==> src/sv/rsm_pkg.sv <==
// ----------------------------------------------------------------------------
// rsm_pkg
// Shared constants, codes and controller/datapath interface types for the
// random sample multiset.
// ----------------------------------------------------------------------------
package rsm_pkg;

    localparam int CAPACITY = 1024;
    localparam int IDX_W    = $clog2(CAPACITY);
    localparam int CNT_W    = IDX_W + 1;
    localparam int OUT_CW   = 11;
    localparam int VAL_W    = 32;
    localparam int RND_W    = 31;
    localparam int DIV_W    = $clog2(RND_W + 1);

    typedef enum logic [1:0] {
        ACT_INSERT = 2'd0,
        ACT_REMOVE = 2'd1,
        ACT_COUNT  = 2'd2,
        ACT_SAMPLE = 2'd3
    } action_t;

    localparam logic [1:0] ERR_NONE  = 2'd0;
    localparam logic [1:0] ERR_FULL  = 2'd1;
    localparam logic [1:0] ERR_EMPTY = 2'd2;

    typedef struct packed {
        logic clr;
        logic load;
        logic dscan;
        logic decide;
        logic escan;
        logic last_rd;
        logic move;
        logic div;
        logic smp_rd;
        logic smp_cap;
        logic publish;
    } rsm_cmd_t;

    typedef struct packed {
        logic    clr_done;
        logic    dscan_done;
        action_t act;
        logic    rm_go;
        logic    smp_go;
        logic    escan_done;
        logic    escan_hit;
        logic    div_done;
        logic    out_free;
    } rsm_sts_t;

endpackage

==> src/sv/rsm_ctrl.sv <==
// ----------------------------------------------------------------------------
// rsm_ctrl
// Sequencer: clearing pass, key scan, decision, element scan and move,
// modulo for sampling, and hand-off to the output register.
// ----------------------------------------------------------------------------
module rsm_ctrl
    import rsm_pkg::*;
(
    input  logic     clk,
    input  logic     rst_n,
    input  logic     in_valid,
    output logic     in_ready,
    input  rsm_sts_t sts,
    output rsm_cmd_t cmd
);

    typedef enum logic [10:0] {
        ST_CLEAR  = 11'b000_0000_0001,
        ST_IDLE   = 11'b000_0000_0010,
        ST_DSCAN  = 11'b000_0000_0100,
        ST_DECIDE = 11'b000_0000_1000,
        ST_ESCAN  = 11'b000_0001_0000,
        ST_LRD    = 11'b000_0010_0000,
        ST_MOVE   = 11'b000_0100_0000,
        ST_DIV    = 11'b000_1000_0000,
        ST_SRD    = 11'b001_0000_0000,
        ST_SCAP   = 11'b010_0000_0000,
        ST_OUT    = 11'b100_0000_0000
    } state_t;

    state_t state_reg, state_next;

    always_ff @(posedge clk or negedge rst_n)
    begin
        if (!rst_n)
        begin
            state_reg <= ST_CLEAR;
        end
        else
        begin
            state_reg <= state_next;
        end
    end

    always_comb
    begin
        state_next = state_reg;
        cmd        = '0;
        in_ready   = 1'b0;
        unique case (state_reg)
            ST_CLEAR:
            begin
                cmd.clr = 1'b1;
                if (sts.clr_done)
                begin
                    state_next = ST_IDLE;
                end
            end
            ST_IDLE:
            begin
                in_ready = 1'b1;
                if (in_valid)
                begin
                    cmd.load   = 1'b1;
                    state_next = ST_DSCAN;
                end
            end
            ST_DSCAN:
            begin
                cmd.dscan = 1'b1;
                if (sts.dscan_done)
                begin
                    state_next = ST_DECIDE;
                end
            end
            ST_DECIDE:
            begin
                cmd.decide = 1'b1;
                state_next = ST_OUT;
                if (sts.act == ACT_REMOVE && sts.rm_go)
                begin
                    state_next = ST_ESCAN;
                end
                else if (sts.act == ACT_SAMPLE && sts.smp_go)
                begin
                    state_next = ST_DIV;
                end
            end
            ST_ESCAN:
            begin
                cmd.escan = 1'b1;
                if (sts.escan_done)
                begin
                    state_next = sts.escan_hit ? ST_LRD : ST_OUT;
                end
            end
            ST_LRD:
            begin
                cmd.last_rd = 1'b1;
                state_next  = ST_MOVE;
            end
            ST_MOVE:
            begin
                cmd.move   = 1'b1;
                state_next = ST_OUT;
            end
            ST_DIV:
            begin
                cmd.div = 1'b1;
                if (sts.div_done)
                begin
                    state_next = ST_SRD;
                end
            end
            ST_SRD:
            begin
                cmd.smp_rd = 1'b1;
                state_next = ST_SCAP;
            end
            ST_SCAP:
            begin
                cmd.smp_cap = 1'b1;
                state_next  = ST_OUT;
            end
            ST_OUT:
            begin
                if (sts.out_free)
                begin
                    cmd.publish = 1'b1;
                    state_next  = ST_IDLE;
                end
            end
            default:
            begin
                state_next = ST_CLEAR;
            end
        endcase
    end

endmodule

==> config.mk <==
export PLATFORM = sky130hd
export DESIGN_NAME = rsm_ctrl
export DESIGN_NICKNAME = d
export VERILOG_FILES = /design/src/sv/rsm_pkg.sv /design/src/sv/rsm_ctrl.sv
export SDC_FILE = /design/constraint.sdc
export NUM_CORES = 1
export LEC_CHECK = 0
export BUFFER_PORTS_ARGS = -buffer_cell sky130_fd_sc_hd__clkbuf_2
export CELL_PAD_IN_SITES_DETAIL_PLACEMENT = 1
export CELL_PAD_IN_SITES_GLOBAL_PLACEMENT = 2
export CORE_MARGIN = 3
export CORE_UTILIZATION = 27
export CTS_BUF_LIST = sky130_fd_sc_hd__clkbuf_8
export CTS_CLUSTER_DIAMETER = 200
export CTS_CLUSTER_SIZE = 10
export DETAILED_ROUTE_END_ITERATION = 12
export PLACE_DENSITY_LB_ADDON = 0.1
export SYNTH_ARGS = -nofsm -noshare
export SYNTH_HDL_FRONTEND = slang
export SYNTH_SLANG_ARGS = --single-unit
==> constraint.sdc <==
create_clock -name clk -period 1.9 [get_ports clk]
set_input_delay 0.285 -clock clk [delete_from_list [all_inputs] [get_ports clk]]
set_output_delay 0.285 -clock clk [all_outputs]
set_load 0.01 [all_outputs]
==> metrics.md <==
| Metric | Value |
|---|---|
| Outcome | finished, violations left |
| Failing checks | setup timing |
| FF-to-FF path depth | 5 |
| Tot GR Track Use | 16.50% |
| Crit Path Max Fanout | 6 |
| Iteration count of the initial detailed-routing pass | 4 |
| Setup violations, final | 7 |
| Slowest-stage cell, CP | or4_4 |
| Synth Cell Area | 838.3 sq um |
| Distinct cells, synth | 39 |
| H-tree levels | 1 |
| Die Wd | ~60 um |
| Commonest non-fill, non-tap cell in the layout | buf_4 |
| Endpoints failing hold | 0 |
| Clock Pin Slew Worst Setup and Hold Paths | about 60 ps |
| Pleak | 0.7267 nW |
| YS warnings | 0 |
| Crit end category | register |
| Sink Count | 11 |
| Crit share post-route | 103.8% |
| DR iter-0 viols | 37 |
| Critical Path RT | 2000 ps |
| Pwr Density | 1015 mW/mm^2 |
| Final Skew | between 6 and 7 ps |
| Synth area leader | dfrtp_1 |
| Die ar. | 0.003809 sq mm |
| Total CTS buffers | 3 |
| Max frequency | 507.3 MHz |
| Layout cells sized above 1 | 56.49% |
| Sequential share of the synthesized area | 32.99% |
| Total number of vias | 993 |
| R2R Setup Slk | -70 ps |
| Post-route ant nets | 0 |
| Clock root cell | clkbuf_8 |
| Placeable Area | 0.002853 sq mm |
| Post-route cell area | between 0.001 and 0.0015 sq mm |
| Cell count after synthesis | between 90 and 100 |
| Max reg flops | 11 |
| Routed WL | 3066 um |
| WS Path Type | register to register |
| Vias in the first global route | 976 |
| Final WS setup | -71.26 ps |
| Hold depth | 3 |
| Initial antenna violation count | 0 |
| Syn_area_per_cell | 8.732 sq um |
| Vias per cell | 5.368 |
| First-pass GRT wire length | 4526 um |
| Top post-synthesis cells by area | dfrtp_1, nor2_1, nor3b_1 |
| Ant diodes | 0 |
| Setup tns final | -239.2 ps |
| TritonCTS clock tree | done |
| CP max stage delay | around 560 ps |
| Hold crit path type | input pin to register |
| Routability cong. | around 0.83 |
| Nets | 168 |
| Initial Utilization | 29.39% |
| VDD IR max | 0.0004021 V |
| CP startpoint kind | register |
| Total grt overflow | 0 |
| RSZ-0062 raised after global routing | yes |
| Clk buf depth | 2 |
| Chip height | ~62 um |
| Slew Viols, Final | 0 |
| Area after DPL | approximately 0.0011 sq mm |
| Port bufs | 24 |
| Syn Nets | 109 |
| Clock insertion delay at the later pin of the skew report | 250 ps |
| Crit path arrival time | 2080 ps |
| Layout overhead on the synthesized area | 65.07% |
| Worst-Margin Slew | 361.1 ps |
| # DRC | 0 |
| Largest net degree at the start of global routing | 12 |
| Detail Placement HPWL | 2129 um |
| Commonest non-fill, non-tap cells in the layout | buf_4, clkbuf_2, dfrtp_1 |
| Yosys reg bits | 11 |
| Maxcap violations | 0 |
| Rel. slew slack | about three quarters |
| CP Cell Sequence | or4_4, or3b_1, a21bo_1, o2111ai_2, o32ai_2 |
| WL/cell | about 17 um |
| Total I/O pin count | 25 |
| Post-route minimum period | 1971 ps |
| Share of the synthesized area in the top cell type | 29.85% |
| Rows | 19 |
[cell usage after synthesis]
library cell / number
nor3_1: 1
and4_1: 1
a221oi_1: 2
nand4_1: 2
a21bo_1: 1
and2b_1: 1
o32ai_1: 1
nand3b_1: 1
nor3b_1: 6
o22ai_1: 1
or4_4: 1
or3_1: 1
a32o_2: 1
o211ai_1: 1
nand4b_1: 1
o21bai_1: 1
nand3_1: 3
nor4b_1: 2
o21ai_1: 2
nor2b_1: 1
and3_1: 3
clkbuf_1: 5
xor2_1: 5
and3_2: 1
nand2b_1: 1
nor4_4: 1
nor2_1: 13
buf_6: 1
a41oi_1: 1
dfrtp_1: 10
dfstp_2: 1
or3b_1: 1
and2_1: 1
nand2_1: 9
and4b_1: 4
nor3_4: 1
inv_1: 3
o21ai_0: 3
o2111ai_2: 1
[cell type report]
cell class                 instances  area (sq um)
sequential                        11         277.8
clock buffer                       3         41.29
inverter                           3         11.26
tap                               31         38.79
timing repair buffer              60         407.9
multi-input combinational         76         601.8
fill                             337          1469
clock inverter                     1         5.005
[worst paths after layout]
path,endpoint,start
worst max-delay path,state_reg[1],state_reg[0]
worst min-delay path,state_reg[5],sts[2]
worst max register to register,state_reg[1],state_reg[0]
worst min register to register,state_reg[9],state_reg[9]
max in group asynchronous,state_reg[0],rst_n
min in group asynchronous,state_reg[9],rst_n
[power by group]
group | internal [mW] | switching (mW) | leakage, nW
logic | 0.481 | 0.384 | 0.554
registers | 0.271 | 0.0198 | 0.147
clock network | 0.145 | 0.103 | 0.0255
[worst max-delay path, delay by kind of cell (launching register included)]
family / cells / cell delay, ps
compound gates: 3 / 520
flops: 1 / 370
simple gates: 2 / 930
[cell families (layout without fill, tap and decap cells)]
logic type	Yosys count	count (layout)	share of synthesized area, %
simple gates	56	56	42.84
compound gates	15	15	14.03
flops	11	11	32.99
buf+inv	9	67	4.925
xor+xnor	5	5	5.224
[what timing repair did]
| action | in CTS | in global routing |
|---|---|---|
| hold buffers | 1 | 0 |
| endpoints found under the hold margin | 10 | 0 |
| setup buffers | 9 | 9 |
| gates resized for setup | 19 | 12 |
| gates cloned | 0 | 0 |
| pin swaps | 10 | 4 |
| endpoints found under the setup margin | 10 | 16 |
[per-layer routing]
layer / track usage [%] / share of wire [%] / vias to the layer above / wire (um)
li1: - / - / 471 / -
met1: 23.03 / 46 / 500 / 1416
met2: 26.01 / 50 / 17 / 1530
met3: 2.686 / 2.7 / 5 / 84
met4: 5.455 / 1.1 / 0 / 35
met5: 0 / 0 / - / 0
[through the flow]
stage                     power, mW  cells  worst slack, ps  hold slack, ps  util, %
after floorplan              0.6337     96            5.902          -10.59        -
after global placement       0.8137    162            42.53           184.8    38.38
final                         1.404    185           -71.26           247.1    48.51
after detailed placement     0.8241    162           -39.34           181.6    38.38
after CTS                     1.279    176           -86.28           248.5    45.39
after global routing          1.489    185           -136.1           261.9    48.51
Power figures use the tool's default switching activity.
